**src/mip_quad_downsample_macros.svh**
```systemverilog
// ----------------------------------------------------------------------------
// Mip quad downsampler assertion macros
// Shared concurrent assertion forms, clocked on clk_i and disabled in reset.
// ----------------------------------------------------------------------------
`ifndef MIP_QUAD_DOWNSAMPLE_MACROS_SVH
`define MIP_QUAD_DOWNSAMPLE_MACROS_SVH

`define MQD_ASSERT_IMPLIES(lbl, ante, cons, msg) \
  lbl: assert property (@(posedge clk_i) disable iff (!rst_ni) (ante) |-> (cons)) \
    else $error(msg);

`define MQD_ASSERT_NEVER(lbl, expr, msg) \
  lbl: assert property (@(posedge clk_i) disable iff (!rst_ni) !(expr)) \
    else $error(msg);

`endif

```
**src/mqd_pkg.sv**
```systemverilog
// ----------------------------------------------------------------------------
// Mip quad downsampler package
// Types, widths and the sRGB decode and encode tables built at elaboration.
// ----------------------------------------------------------------------------
package mqd_pkg;

  typedef enum logic [1:0] {
    ModeColor  = 2'd0,
    ModeNormal = 2'd1,
    ModeLinear = 2'd2
  } mode_e;

  localparam int NumLanes  = 3;
  localparam int SumW      = 11;
  localparam int RadW      = 38;
  localparam int RootW     = 19;
  localparam int SqrtSteps = RadW / 2;
  localparam int DivSteps  = 8;
  localparam int LaneHold  = SqrtSteps + 2;
  localparam int LastStage = LaneHold + DivSteps + 2;
  localparam logic [23:0] DefaultNormal = 24'hFF8080;

  typedef logic [15:0] lin_tab_t [256];

  typedef struct packed {
    logic [7:0] srgb;
    logic [7:0] nrm;
    logic [7:0] lin;
  } lane_res_t;

  function automatic logic [63:0] pow5_q31(input logic [63:0] y);
    logic [63:0] yq;
    logic [63:0] p;
    yq = y << 15;
    p  = yq;
    for (int i = 0; i < 4; i++) begin
      p = (p * yq) >> 31;
    end
    return p;
  endfunction

  function automatic logic [15:0] lin_half(input logic [63:0] h);
    logic [63:0] t;
    logic [63:0] big;
    logic [15:0] y;
    logic [15:0] cand;
    y = '0;
    if (h <= 64'd20) begin
      return 16'((h * 64'd6553600) / 64'd658920);
    end
    t   = ((64'd1000 * h + 64'd28050) << 31) / 64'd538050;
    big = t;
    for (int i = 0; i < 11; i++) begin
      big = (big * t) >> 31;
    end
    for (int b = 15; b >= 0; b--) begin
      cand = y | (16'd1 << b);
      if (pow5_q31({48'd0, cand}) <= big) begin
        y = cand;
      end
    end
    return y;
  endfunction

  function automatic lin_tab_t gen_dec();
    lin_tab_t tab;
    for (int i = 0; i < 256; i++) begin
      tab[i] = lin_half(64'(2 * i));
    end
    return tab;
  endfunction

  function automatic lin_tab_t gen_enc();
    lin_tab_t tab;
    tab[0] = '0;
    for (int i = 1; i < 256; i++) begin
      tab[i] = lin_half(64'(2 * i - 1));
    end
    return tab;
  endfunction

  localparam lin_tab_t DecTab = gen_dec();
  localparam lin_tab_t EncTab = gen_enc();

endpackage

```
**src/mqd_sqrt.sv**
```systemverilog
// ----------------------------------------------------------------------------
// Pipelined integer square root
// Restoring digit-by-digit root, one result bit per stage.
// ----------------------------------------------------------------------------
module mqd_sqrt (
  input  logic                      clk_i,
  input  logic [mqd_pkg::RadW-1:0]  rad_i,
  output logic [mqd_pkg::RootW-1:0] root_o
);
  import mqd_pkg::*;

  typedef struct packed {
    logic [RootW+2:0] rem;
    logic [RootW-1:0] root;
    logic [RadW-1:0]  rad;
  } sq_t;

  sq_t stg_q [SqrtSteps];

  for (genvar k = 0; k < SqrtSteps; k++) begin : g_step
    sq_t              prev;
    sq_t              nxt;
    logic [RootW+2:0] cur;
    logic [RootW+2:0] trial;

    always_comb begin
      if (k == 0) begin
        prev = '{rem: '0, root: '0, rad: rad_i};
      end else begin
        prev = stg_q[k-1];
      end
      cur   = {prev.rem[RootW:0], prev.rad[RadW-1 -: 2]};
      trial = {1'b0, prev.root, 2'b01};
      nxt.rad = prev.rad << 2;
      if (cur >= trial) begin
        nxt.rem  = cur - trial;
        nxt.root = {prev.root[RootW-2:0], 1'b1};
      end else begin
        nxt.rem  = cur;
        nxt.root = {prev.root[RootW-2:0], 1'b0};
      end
    end

    always_ff @(posedge clk_i) begin
      stg_q[k] <= nxt;
    end
  end

  assign root_o = stg_q[SqrtSteps-1].root;

endmodule

```
**config.mk**
```make
export PLATFORM = sky130hd
export DESIGN_NAME = mqd_sqrt
export DESIGN_NICKNAME = d
export VERILOG_FILES = /design/src/mip_quad_downsample_macros.svh /design/src/mqd_pkg.sv /design/src/mqd_sqrt.sv
export SDC_FILE = /design/constraint.sdc
export NUM_CORES = 1
export LEC_CHECK = 0
export BUFFER_PORTS_ARGS = -buffer_cell sky130_fd_sc_hd__buf_4
export CELL_PAD_IN_SITES_DETAIL_PLACEMENT = 1
export CELL_PAD_IN_SITES_GLOBAL_PLACEMENT = 1
export CORE_MARGIN = 2
export CORE_UTILIZATION = 53
export CTS_CLUSTER_DIAMETER = 200
export DETAILED_ROUTE_END_ITERATION = 16
export PLACE_DENSITY = 0.85
export SLEW_MARGIN = 15
export SYNTH_ARGS = -nofsm -noshare
export SYNTH_HDL_FRONTEND = slang
export SYNTH_SLANG_ARGS = --single-unit
```
**constraint.sdc**
```tcl
create_clock -name clk_i -period 7.4 [get_ports clk_i]
set_input_delay 1.11 -clock clk_i [delete_from_list [all_inputs] [get_ports clk_i]]
set_output_delay 1.11 -clock clk_i [all_outputs]
set_load 0.1 [all_outputs]
```
; After elaboration in Yosys (flattened, before gate mapping)
; Memory sizes are Yosys's and may differ from the RTL's.
; Cells that the tools add are included.
[classes]
multipliers = 0
n_reduce_logical = 0
bitwise = 0
div = 0
add_sub_neg = 19
eq_ne = 0
order_cmp = 19
n_mux = 19
shift = 0
[ops]
columns = cell, n
row1 = 2-to-1 mux 41 bit, 19
row2 = greater-or-equal comparator 22 x 21 -> 1 bit, 18
row3 = subtractor 22 x 21 -> 22 bit, 18
row4 = "subtractor 2 x 1 -> 3 bit, second input constant", 1
row5 = "greater-or-equal comparator 2 x 1 -> 1 bit, second input constant", 1
[totals]
mem_bits_ro = 0
reg_bits = 0
out_inout_bits = 19
mem_count = 1
inputBits = 39
latch_bits = 0
ramBits = 1463
word_cells = 58
[mem_list]
columns = name, words, word_bits, rd, rd_ports_with_merged_regs, write_ports, line_no
row1 = stg_q, 19, 77, 19, 0, 19, mqd_sqrt.sv:18  ; sq_t stg_q [SqrtSteps];

; Longest topological paths before layout
; An unclocked memory read counts as a cell.
[logic_depth]
word_depth = 3
ltp_mapped = 12
ltp_nobuf = 11

; Worst setup path after synthesis
; OpenSTA, ideal clock, no wires.
[synth_timing]
path_type = reg2reg
startpoint = memory stg_q[15][37] (netlist bit)
endpoint = memory stg_q[16][66] (netlist bit)
slack_ns = 4.818
required_time_ns = 7.279
path_stages_with_launch = 11
period_less_slack_ns = 2.582
n_path_buf = 1
setup_time_ns = 0.121
t_arrival_ns = 2.461
cell_sequence = dfxtp_1 > inv_1 > ha_1 > o21ai_1 > a21oi_1 > o21ai_0 > or4b_1 > a21oi_1 > nand3_2 > buf_2 > mux2_2
[synth_rtl]
columns = element, line_no
row1 = "start, declared", mqd_sqrt.sv:18

==> reports/metrics.yaml <==
critical_path:
  crit_path_start_kind: "flip-flop"
  worstReg2RegEnd: "stg_q[4][58]$_DFF_P_"
  crit_required_ns: 7.94
  endpoint: "stg_q[4][58]$_DFF_P_"
  cp-end-kind: "flip-flop"
  cp.arrival_ns: 4.21
  startpoint: "stg_q[3][67]$_DFF_P_"
  r2r_slack_ns: 3.74
  rr_startpoint: "stg_q[3][67]$_DFF_P_"
  reg2reg_depth: 6
  crit_type: "reg2reg"
  cp_max_fo: 11
placement:
  post-dp-hpwl_um: 56190
  place_area_mm2: 0.03272
  gp_congestion: 0.8615
  port-buffer-count: 57
  dp_cells: 3838
timing:
  hold_viol: 0
  skew_ns: 0.04276
  worst_pin_slew_ns: 1.194
  post-route-period-util_pct: 49.48
  drv_slew: 0
  finalSetupViolCount: 0
  rsz0062_at_grt: "no"
  relSlewSlack_pct: 19.92
  fin_tns_setup_ns: 0
  holdWs_ns: 0.3232
  post-route-min-period_ns: 3.661
  fmax_mhz: 273.1
routing:
  final_antenna_net_count: 0
  avgViaCountPerCell: 5.725
  wl_met3_um: 3550
  routed_wl_um: 90530
  dr_wl_met2_um: 47100
  wl_met1_um: 35950
  routed-via-count: 22860
  drt_iter0_markers: 1375
  first_pass_iters: 7
  routed.top_layer: "met5"
  post_drt_wl_per_cell_um: 22.67
  drcViolationCount: 0
clock_tree:
  cts_made_buffers: 85
  clockBufferDepth: 3
  path_clk_slew_ns: 0.07
  cts_setup_buffers: 0
  cts_resized: 0
  hold_buffers: 0
  cts_root_buffer: "clkbuf_16"
  clock_latency_ns: 0.65
  cts_tree: "built"
  cts.sinks: 869
  htree_levels: 3
outcome:
  status: "completed"
logic_synthesis:
  syn-instance-count: 3054
  syn_avg_cell_area_um2: 10.31
  synth_nets: 3303
  netlist-cell-type-count: 80
  ys_ff_latch: 869
  synth_area_mm2: 0.03150
  synth_flop_cell: "dfxtp_1"
  ys_seq_area_share_pct: 55.23
  synthArstFlopShare_pct: 0
  ys.warnings.count: 0
  synth_edf_count: 0
flow_run:
  maxCapViolCount: 0
floorplanning:
  std_cell_rows: 89
  core_mm2: 0.05891
  ioPinCount: 58
  initial_core_util_pct: 53.47
  die_area_mm2: 0.06139
  die_w_um: 247.8
  die_h_um: 247.8
layout:
  mostFrequentLayoutCells: "869 x dfxtp_1, 256 x inv_1, 210 x ha_1, 201 x nand2_1, 177 x a21oi_1"
  largest_reg_flops: 869
  final_common_cell: "dfxtp_1"
  fin_nets: 3401
  final_cell_area_mm2: 0.03583
  drive_above_1_share_pct: 8.882
  regMostFlops: "stg_q"
  final_cells: 3994
  syn_to_final_growth_pct: 13.77
  top_regs: "stg_q x869"
power:
  p_per_area_mw_per_mm2: 375.9
  ir_drop_mv: 0.2936
  leakage_uw: 0.01681
global_routing:
  grt_pass1_vias: 25560
  grt-ovfl-total: 0
  grt_usage_pct: 29.80
  grt_antenna_before_repair: 3
  grt_max_degree: 34
  grt_pass1_wl_um: 143800
hold_path:
  hp-class: "reg2reg"
area by class of cell:
type / count / area [um2]
clock inverter: 41 / 680.7
multi-input combinational: 1879 / 12940
inverter: 256 / 960.9
timing repair buffer: 61 / 457.9
antenna: 1 / 2.502
sequential: 869 / 17400
tap: 773 / 967.2
fill: 6150 / 23070
clock buffer: 114 / 2426
metrics by stage:
step           total power, uW  util, %  worst slack [ns]
2_1_floorplan             7793        -             4.818
3_3_place_gp              8410    55.55             4.136
3_5_place_dp              8587    55.55             3.955
4_1_cts                  13490    60.82             3.803
5_1_grt                  14040    60.83             3.627
6_report                 13470    60.83             3.739
power breakdown:
group	switching (uW)	internal (uW)
sequential	664	5490
clock	1960	2760
combinational	1520	1070
synth_stat cells, types with 5 or more instances:
cell type  number  area share (%)
and3_1         11            0.22
xnor2_1       142             3.9
or4_1          14            0.33
and2_1          9            0.18
a31oi_1        24            0.48
o22ai_1         7            0.14
o21bai_1       10            0.24
o211ai_1       15            0.36
o31a_1         13            0.36
nand4_1        22            0.44
mux2i_1         5            0.16
nor3b_1         8            0.19
a21boi_0       10            0.24
xor2_1        116             3.2
nand3_1        56            0.89
and4_1          8            0.22
o21a_1         48             1.1
a211oi_1       10            0.24
nor2_1        173             2.1
dfxtp_1       869              55
a21oi_1       178             2.8
nor4_1         39            0.77
nor2b_1        32            0.64
o21ai_0       168             2.7
nand2b_1       43            0.85
ha_1          210             8.3
clkbuf_1       34            0.41
buf_2           7            0.11
buf_1           7           0.083
mux2_2         41             1.5
nand4b_1        6            0.17
nand2_1       201             2.4
a21o_1         43             1.0
o31ai_1        12            0.29
or2_2          22            0.44
o211a_1         6            0.19
or3_1          35            0.70
inv_1         256             3.1
nor3_1         69             1.1
cell families after synthesis:
logic type / count (synthesis) / share of synthesized area [%]
AO/OA/AOI/OAI: 591 / 11.55
XOR/XNOR: 258 / 7.174
adder cells (fa/ha/maj): 210 / 8.342
buffers and inverters: 306 / 3.710
flip-flops: 869 / 55.23
multiplexers: 47 / 1.661
other: 1 / 0.01191
AND/OR/NAND/NOR: 772 / 12.32
worst min path at each step:
stage                                      from  depth (start not counted)                    end  slack, ns
after floorplan            stg_q[9][18]$_DFF_P_                          0  stg_q[10][20]$_DFF_P_       0.31
after global placement      stg_q[2][4]$_DFF_P_                          0    stg_q[3][6]$_DFF_P_       0.31
after detailed placement  stg_q[11][30]$_DFF_P_                          0  stg_q[12][32]$_DFF_P_       0.31
after CTS                  stg_q[3][23]$_DFF_P_                          0   stg_q[4][25]$_DFF_P_       0.32
after global routing       stg_q[0][20]$_DFF_P_                          0   stg_q[1][22]$_DFF_P_       0.33
final                      stg_q[3][23]$_DFF_P_                          0   stg_q[4][25]$_DFF_P_       0.32
layer usage:
metal  track usage, %  up-vias
met1            33.59    11270
met5                0        -
met4            13.98        2
li1                 -    10600
met3            4.271      300
met2            55.15      694
worst max-delay path, stage by stage (launching register included):
cell	delay, ns
dfxtp_1	0.39
nor4_1	0.78
nor2b_1	0.30
nand3_1	0.22
nor4_1	0.83
nand3b_1	0.57
mux2_2	0.46
Power figures use the tool's default switching activity.
