<file path="src/mip_quad_downsample_macros.svh">
// ----------------------------------------------------------------------------
// Mip quad downsampler assertion macros
// Shared concurrent assertion forms, clocked on clk_i and disabled in reset.
// ----------------------------------------------------------------------------
`ifndef MIP_QUAD_DOWNSAMPLE_MACROS_SVH
`define MIP_QUAD_DOWNSAMPLE_MACROS_SVH

`define MQD_ASSERT_IMPLIES(lbl, ante, cons, msg) \
  lbl: assert property (@(posedge clk_i) disable iff (!rst_ni) (ante) |-> (cons)) \
    else $error(msg);

`define MQD_ASSERT_NEVER(lbl, expr, msg) \
  lbl: assert property (@(posedge clk_i) disable iff (!rst_ni) !(expr)) \
    else $error(msg);

`endif

</file>
<file path="src/mqd_pkg.sv">
// ----------------------------------------------------------------------------
// Mip quad downsampler package
// Types, widths and the sRGB decode and encode tables built at elaboration.
// ----------------------------------------------------------------------------
package mqd_pkg;

  typedef enum logic [1:0] {
    ModeColor  = 2'd0,
    ModeNormal = 2'd1,
    ModeLinear = 2'd2
  } mode_e;

  localparam int NumLanes  = 3;
  localparam int SumW      = 11;
  localparam int RadW      = 38;
  localparam int RootW     = 19;
  localparam int SqrtSteps = RadW / 2;
  localparam int DivSteps  = 8;
  localparam int LaneHold  = SqrtSteps + 2;
  localparam int LastStage = LaneHold + DivSteps + 2;
  localparam logic [23:0] DefaultNormal = 24'hFF8080;

  typedef logic [15:0] lin_tab_t [256];

  typedef struct packed {
    logic [7:0] srgb;
    logic [7:0] nrm;
    logic [7:0] lin;
  } lane_res_t;

  function automatic logic [63:0] pow5_q31(input logic [63:0] y);
    logic [63:0] yq;
    logic [63:0] p;
    yq = y << 15;
    p  = yq;
    for (int i = 0; i < 4; i++) begin
      p = (p * yq) >> 31;
    end
    return p;
  endfunction

  function automatic logic [15:0] lin_half(input logic [63:0] h);
    logic [63:0] t;
    logic [63:0] big;
    logic [15:0] y;
    logic [15:0] cand;
    y = '0;
    if (h <= 64'd20) begin
      return 16'((h * 64'd6553600) / 64'd658920);
    end
    t   = ((64'd1000 * h + 64'd28050) << 31) / 64'd538050;
    big = t;
    for (int i = 0; i < 11; i++) begin
      big = (big * t) >> 31;
    end
    for (int b = 15; b >= 0; b--) begin
      cand = y | (16'd1 << b);
      if (pow5_q31({48'd0, cand}) <= big) begin
        y = cand;
      end
    end
    return y;
  endfunction

  function automatic lin_tab_t gen_dec();
    lin_tab_t tab;
    for (int i = 0; i < 256; i++) begin
      tab[i] = lin_half(64'(2 * i));
    end
    return tab;
  endfunction

  function automatic lin_tab_t gen_enc();
    lin_tab_t tab;
    tab[0] = '0;
    for (int i = 1; i < 256; i++) begin
      tab[i] = lin_half(64'(2 * i - 1));
    end
    return tab;
  endfunction

  localparam lin_tab_t DecTab = gen_dec();
  localparam lin_tab_t EncTab = gen_enc();

endpackage

</file>
<file path="src/mqd_lane.sv">
// ----------------------------------------------------------------------------
// Mip quad downsampler channel lane
// Averages one colour channel of a quad in all three filter forms at once.
// ----------------------------------------------------------------------------
`include "mip_quad_downsample_macros.svh"

module mqd_lane (
  input  logic                             clk_i,
  input  logic                             rst_ni,
  input  logic [3:0][7:0]                  quad_i,
  input  logic [mqd_pkg::RootW-1:0]        root_i,
  input  logic                             last_vld_i,
  output logic signed [mqd_pkg::SumW-1:0]  vec_sum_o,
  output mqd_pkg::lane_res_t               res_o
);
  import mqd_pkg::*;

  typedef struct packed {
    logic [15:0]            avg;
    logic [7:0]             lin;
    logic signed [SumW-1:0] vsum;
  } hold_t;

  typedef struct packed {
    logic [15:0]      avg;
    logic [7:0]       lin;
    logic             neg;
    logic             sat;
    logic [RootW-1:0] root;
    logic [RootW:0]   rem;
    logic [7:0]       quo;
    logic [7:0]       code;
  } div_t;

  logic [17:0] lin_sum;
  logic [9:0]  code_sum;
  hold_t       s1_d;
  hold_t       s1_q;
  hold_t       hold_q [LaneHold];
  div_t        init_d;
  div_t        init_q;
  div_t        step_q [DivSteps];
  div_t        last;
  logic signed [RootW+2:0] num;

  always_comb begin
    lin_sum  = '0;
    code_sum = '0;
    for (int q = 0; q < 4; q++) begin
      lin_sum  = lin_sum + 18'(DecTab[quad_i[q]]);
      code_sum = code_sum + 10'(quad_i[q]);
    end
    s1_d.avg  = 16'((lin_sum + 18'd2) >> 2);
    s1_d.lin  = 8'((code_sum + 10'd2) >> 2);
    s1_d.vsum = SumW'(signed'({1'b0, code_sum, 1'b0}) - 12'sd1020);
  end

  always_ff @(posedge clk_i) begin
    s1_q      <= s1_d;
    hold_q[0] <= s1_q;
    for (int i = 1; i < LaneHold; i++) begin
      hold_q[i] <= hold_q[i-1];
    end
  end

  assign vec_sum_o = s1_q.vsum;

  always_comb begin
    num = (RootW+3)'(hold_q[LaneHold-1].vsum) * 22'sd255 + signed'({3'b0, root_i});
    init_d.avg  = hold_q[LaneHold-1].avg;
    init_d.lin  = hold_q[LaneHold-1].lin;
    init_d.neg  = num < 0;
    init_d.sat  = num >= signed'({2'b0, root_i, 1'b0});
    init_d.root = root_i;
    init_d.rem  = num[RootW:0];
    init_d.quo  = '0;
    init_d.code = '0;
  end

  always_ff @(posedge clk_i) begin
    init_q <= init_d;
  end

  for (genvar j = 0; j < DivSteps; j++) begin : g_div
    div_t           prev;
    div_t           nxt;
    logic [RootW+1:0] trial;
    logic [7:0]     cand;

    always_comb begin
      if (j == 0) begin
        prev  = init_q;
        trial = {1'b0, prev.rem};
      end else begin
        prev  = step_q[j-1];
        trial = {prev.rem, 1'b0};
      end
      nxt  = prev;
      cand = prev.code | 8'(1 << (DivSteps - 1 - j));
      if (trial >= {2'b0, prev.root}) begin
        nxt.rem = (RootW+1)'(trial - {2'b0, prev.root});
        nxt.quo[DivSteps-1-j] = 1'b1;
      end else begin
        nxt.rem = trial[RootW:0];
      end
      if (EncTab[cand] <= prev.avg) begin
        nxt.code = cand;
      end
    end

    always_ff @(posedge clk_i) begin
      step_q[j] <= nxt;
    end
  end

  assign last       = step_q[DivSteps-1];
  assign res_o.srgb = last.code;
  assign res_o.lin  = last.lin;
  assign res_o.nrm  = last.neg ? 8'h00 : (last.sat ? 8'hFF : last.quo);

  `MQD_ASSERT_NEVER(a_div_rem, last_vld_i && !last.neg && !last.sat && (last.rem >= {1'b0, last.root}), "Lane division remainder not below the root.")

endmodule
</file>
<file path="config.mk">
export PLATFORM = sky130hd
export DESIGN_NAME = mqd_lane
export DESIGN_NICKNAME = d
export VERILOG_FILES = /design/src/mqd_pkg.sv /design/src/mqd_lane.sv
export VERILOG_INCLUDE_DIRS = /design/src /design/src/src
export SDC_FILE = /design/constraint.sdc
export NUM_CORES = 2
export LEC_CHECK = 0
export CORE_ASPECT_RATIO = 0.7
export CORE_MARGIN = 1.5
export CORE_UTILIZATION = 48
export DETAILED_ROUTE_END_ITERATION = 16
export DONT_BUFFER_PORTS = 1
export SYNTH_ARGS = -nofsm -noshare
export SYNTH_HDL_FRONTEND = slang
export SYNTH_SLANG_ARGS = --single-unit
export TNS_END_PERCENT = 50
</file>
<file path="constraint.sdc">
create_clock -name clk_i -period 12.27 [get_ports clk_i]
set_input_delay 3.681 -clock clk_i [delete_from_list [all_inputs] [get_ports clk_i]]
set_output_delay 3.681 -clock clk_i [all_outputs]
set_load 0.05 [all_outputs]
</file>
Word level (Yosys, flattened, before mapping). Memories as Yosys holds them, arrays and structs flattened. Cells that the tools add are included.

Flip-flop bits (word level): 100. Bits in latches: 0. Bits in writable memories: 1383. Memory bits (read-only): 45056. Input bits: 54. Output and inout bits: 35. Logic and storage cells: 129. Memories: 13.

Memory list: (no name shown) (words 256, width 16, read ports 1, clocked after memory_dff 0, wr ports 0, line mqd_lane.sv:106) `if (EncTab[cand] <= prev.avg) begin`; (no name shown) (words 256, width 16, read ports 1, clocked after memory_dff 0, wr ports 0, line mqd_lane.sv:106); (no name shown) (words 256, width 16, read ports 1, clocked after memory_dff 0, wr ports 0, line mqd_lane.sv:106); (no name shown) (words 256, width 16, read ports 1, clocked after memory_dff 0, wr ports 0, line mqd_lane.sv:106); (no name shown) (words 256, width 16, read ports 1, clocked after memory_dff 0, wr ports 0, line mqd_lane.sv:106); (no name shown) (words 256, width 16, read ports 1, clocked after memory_dff 0, wr ports 0, line mqd_lane.sv:106); 7 more memories.

$add $sub $neg: 18. Multiply operators: 1. Div/mod/pow operators: 0. Order comparisons: 29. Eq/ne operators: 0. Shift-type cells: 0. Mux-type cells: 48. Bitwise operators: 11. Reductions and logical operators: 0.

Operators by type and width (number): $mux W16 (22); $mux W20 (8); $sub A20 B19 Y20 (8); $ge A21 B19 Y1 (7); $le A16 B16 Y1 (7); $ge A9 B9 Y1 const B (11); $not A8 Y9 (11); $mux W8 (3); $add A20 B20 Y21 (1); $ge A21 B21 Y1 (1); $lt A21 B1 Y1 const B (1); $ge A20 B19 Y1 (1); $mul A11 B9 Y20 const B (1); $add A17 B16 Y18 (1); $add A18 B16 Y18 (1); $add A18 B2 Y18 const B (1); $add A16 B16 Y17 (1); $le A14 B16 Y1 const A (1); $sub A11 B10 Y11 const B (1); $add A10 B2 Y10 const B (1); $add A10 B8 Y10 (1); $add A9 B8 Y10 (1); $add A8 B8 Y9 (1); $mux W1 (9); 6 further kinds (6).

Longest topological paths before layout.
Depth after elaboration: 8. Depth in mapped cells: 26. Gate-level depth less buffers: 25.

Least setup slack after synthesis. OpenSTA, ideal clock, no wires.

Path type: in2reg. Start point: input quad_i[18] (netlist bit). End point: register s1_q[34] (netlist bit). Library setup time: 0.114 ns. Arrival: 9.268 ns. Data required time: 12.156 ns. Setup slack: 2.888 ns. Stages on the path: 24. Buffers on the path: 5. Cells stage by stage: buf_6 > clkbuf_1 > inv_1 > clkbuf_1 > buf_1 > ha_1 > clkbuf_1 > or3_1 > o21ai_0 > o21ai_0 > o21ai_0 > mux4_2 > fa_1 > inv_1 > fa_1 > ha_1 > a21o_1 > a21o_1 > a21o_1 > a21oi_1 > o31ai_2 > a2111oi_2 > a21oi_1 > a21o_1.

RTL lines: start: declaration (line mqd_lane.sv:10) `input logic [3:0][7:0] quad_i,`; end signal: assignment (line mqd_lane.sv:59) `s1_q <= s1_d;`; end: declaration (line mqd_lane.sv:38) `hold_t s1_q;`.

==> summary.md <==
| Metric | Value |
|---|---|
| Status | finished, final reports clean |
| Setup crit start kind | input pin |
| Max Fanout on Critical Path | 24 |
| Global Route Usage Sum | 28.1% |
| Clock Skews | 36.3 ps |
| Met1 usage | 42.0% |
| Clock transition at the registers of the reported paths | 80 ps |
| Most crowded layer after global routing | met1 |
| Final worst slack | 2350 ps |
| Critical path's largest stage delay | 740 ps |
| Routing usage on met2 | 40.5% |
| Vias in the first global route | 47700 |
| Area delta synth->final | 6.94% |
| Ys async rst share | 0% |
| Clk root buf | clkbuf_16 |
| Rows | 109 |
| DRT antenna net count | 0 |
| # Post-CTS Setup Buffers | 0 |
| CTS tree | yes |
| Final setup TNS | 0 ps |
| Crit-path cells | inv_1, ha_1, nor2b_1, nor3_1, a311oi_1, a211oi_1, a2111oi_0, a21oi_1, nand2_1, o21ai_0, fa_1, inv_1, fa_1, ha_1, a21o_1, a21o_1, a21o_1, a21oi_1, o31ai_2, a2111oi_2, a21oi_1, a21o_1 |
| CTS Hold Bufs | 0 |
| Number of synthesized flops with an enable pin | 0 |
| Critical Path RT | 12840 ps |
| Max Buffers Root-to-Sink | 3 |
| Main synth FF type | dfxtp_1 |
| Syn Nets | 7740 |
| Final Wtd Congestion | 0.980 |
| Slew margin rel. | 23.8% |
| # DRC | 0 |
| Syn Inst Count | 7046 |
| Core ar. | 0.127 mm² |
| Number of iterations in the first detailed-routing pass | 7 |
| Final Cycle Share | 80.8% |
| Cts repair resizes | 0 |
| Non-filler cells, final | 8495 |
| Placed cell count | 8301 |
| Element type at the critical path end | flop |
| Via/cell ratio | 6.10 |
| Met3 Usage GRT | 6.14% |
| Initial Util | 48.6% |
| Number of library cell types mapped by synthesis | 88 |
| Fraction of layout cells with a size suffix above 1 | 5.51% |
| CTS Buf Count | 107 |
| Via count | 51800 |
| Total number of H-tree levels | 3 |
| Max Clk Rate | 101 MHz |
| Nets | 7439 |
| Crit-path most repeated cell | a21o_1 |
| Tmin final | 9920 ps |
| Crit Path Class | input pin to flop |
| Die width | 431 µm |
| Unrepaired setup endpoints after global routing | false |
| HP Class | flop to flop |
| # setup viols final | 0 |
| Post-synthesis cell area | 0.0616 mm² |
| Yosys warnings | 0 |
| Setup slack at placement | 1910 ps |
| Pin count of the biggest net entering global routing | 168 |
| Global-route wire length before repair | 289000 µm |
| Drt wl/cell | 22.2 µm |
| Die area | 0.131 mm² |
| Clock Sinks | 1195 |
| Hold Violations, Final | 0 |
| Syn Area/Cell | 8.75 µm² |
| Final WL | 189000 µm |
| Clk Latency, worst-skew pair | 710 ps |
| DP HPWL | 134000 µm |
| Final slew viol count | 0 |
| Fin Hold WS | 304 ps |
| Max_cap viols | 0 |
| Initial antenna violation count | 5 |
| Global route overflow | 0 |
| # IOs | 89 |
| Worst Tran Pin Value | 1140 ps |
| Die span in y | 303 µm |
| Yosys reg bits | 1195 |
| 1st-iter DRT viols | 6501 |
| Max stage delay cell, worst path | a2111oi_0 |
| Worst Path Arrival | 10480 ps |
| Seq/Total Area, Yosys | 38.8% |
| I/O Buffers | 0 |
## final cells by class
class	count	area (µm²)
Clock buffer	141	3000
Tap cell	1665	2080
Timing Repair Buffer	54	418
Multi-Input combinational cell	4859	33800
Antenna cell	2	5.00
Fill cell	11900	60900
Inverter	528	1980
Clock inverter	51	643
Sequential cell	1195	23900
## metal layers
metal  share of wire, %  vias up
met5              0.016        -
met4                2.5        2
met3                 10      338
met2                 41     2554
met1                 46    24600
li1                   -    24400
## synth_stat cells, drive strengths merged, types with 94 or more instances
cell       n  area, µm²
inv      517       1940
a211oi   129        981
nand3    125        626
dfxtp   1195      23900
xnor2     94        823
nor2     538       2020
a21o     102        766
o21ai    563       2820
clkbuf   329       1240
o211ai   117        878
nor3     143        716
ha       531       6640
a21oi    562       2820
nand2    600       2250
fa       109       2180
buf      135        646
## logic make-up (layout without fill, tap and decap cells)
logic type	after synthesis	count (layout)	share of synthesized area, %
XOR/XNOR	150	150	2.13
AND/OR/NAND/NOR	1789	1789	13.1
adder cells (fa/ha/maj)	641	641	14.3
other	1	3	0.00609
multiplexers	121	121	2.91
buffers and inverters	992	774	6.27
AO/OA/AOI/OAI	2157	2157	22.4
flip-flops	1195	1195	38.8
## critical path, delay by kind of cell
kind | cells | cell delay [ps]
AO/OA/AOI/OAI | 13 | 3320
adder cells (fa/ha/maj) | 4 | 2070
buffers and inverters | 2 | 540
AND/OR/NAND/NOR | 3 | 860
## through the flow
stage,instance area [µm²],util [%]
after detailed placement,62300,49.1
after global placement,62300,49.1
final,65900,52.0
after global routing,65900,52.0
after floorplan,61600,-
after CTS,65900,52.0
## state kept, by name, indices dropped and copies added, names as in the netlist
name and count:
vec_sum_o 3, step_q 537, g_div.nxt 44, s1_q 24, g_div.prev 20, hold_q 567
## final timing paths
| path | startpoint | end | slack, ps | cells after the start |
|---|---|---|---|---|
| max reg2reg | hold_q[2][150]$_DFF_P_ | g_div[0].nxt[55]$_DFF_P_ | 5180 | 21 |
| min reg2reg | hold_q[2][10]$_DFF_P_ | hold_q[2][45]$_DFF_P_ | 300 | 0 |
| max | quad_i[8] | s1_q[34]$_DFF_P_ | 2350 | 22 |
| min | hold_q[2][10]$_DFF_P_ | hold_q[2][45]$_DFF_P_ | 300 | 0 |
## layout by cell type (no fill, tap or decap), types with 49 or more instances in the layout
cell,n
fa_1,109
a31oi_1,75
dfxtp_1,1190
clkbuf_16,107
nand4_1,49
o311ai_0,65
ha_1,531
xor2_1,56
nor3_1,143
a211oi_1,128
xnor2_1,94
inv_1,512
o31ai_1,72
a21oi_1,560
a21o_1,102
nand3_1,125
nor2b_1,78
o211ai_1,117
nand2_1,600
o21a_1,59
nand2b_1,78
nor2_1,538
o21ai_0,559
buf_4,53
Power is not shown: default switching activity piles up to over one toggle a cycle in this logic, so the estimate is an artifact.
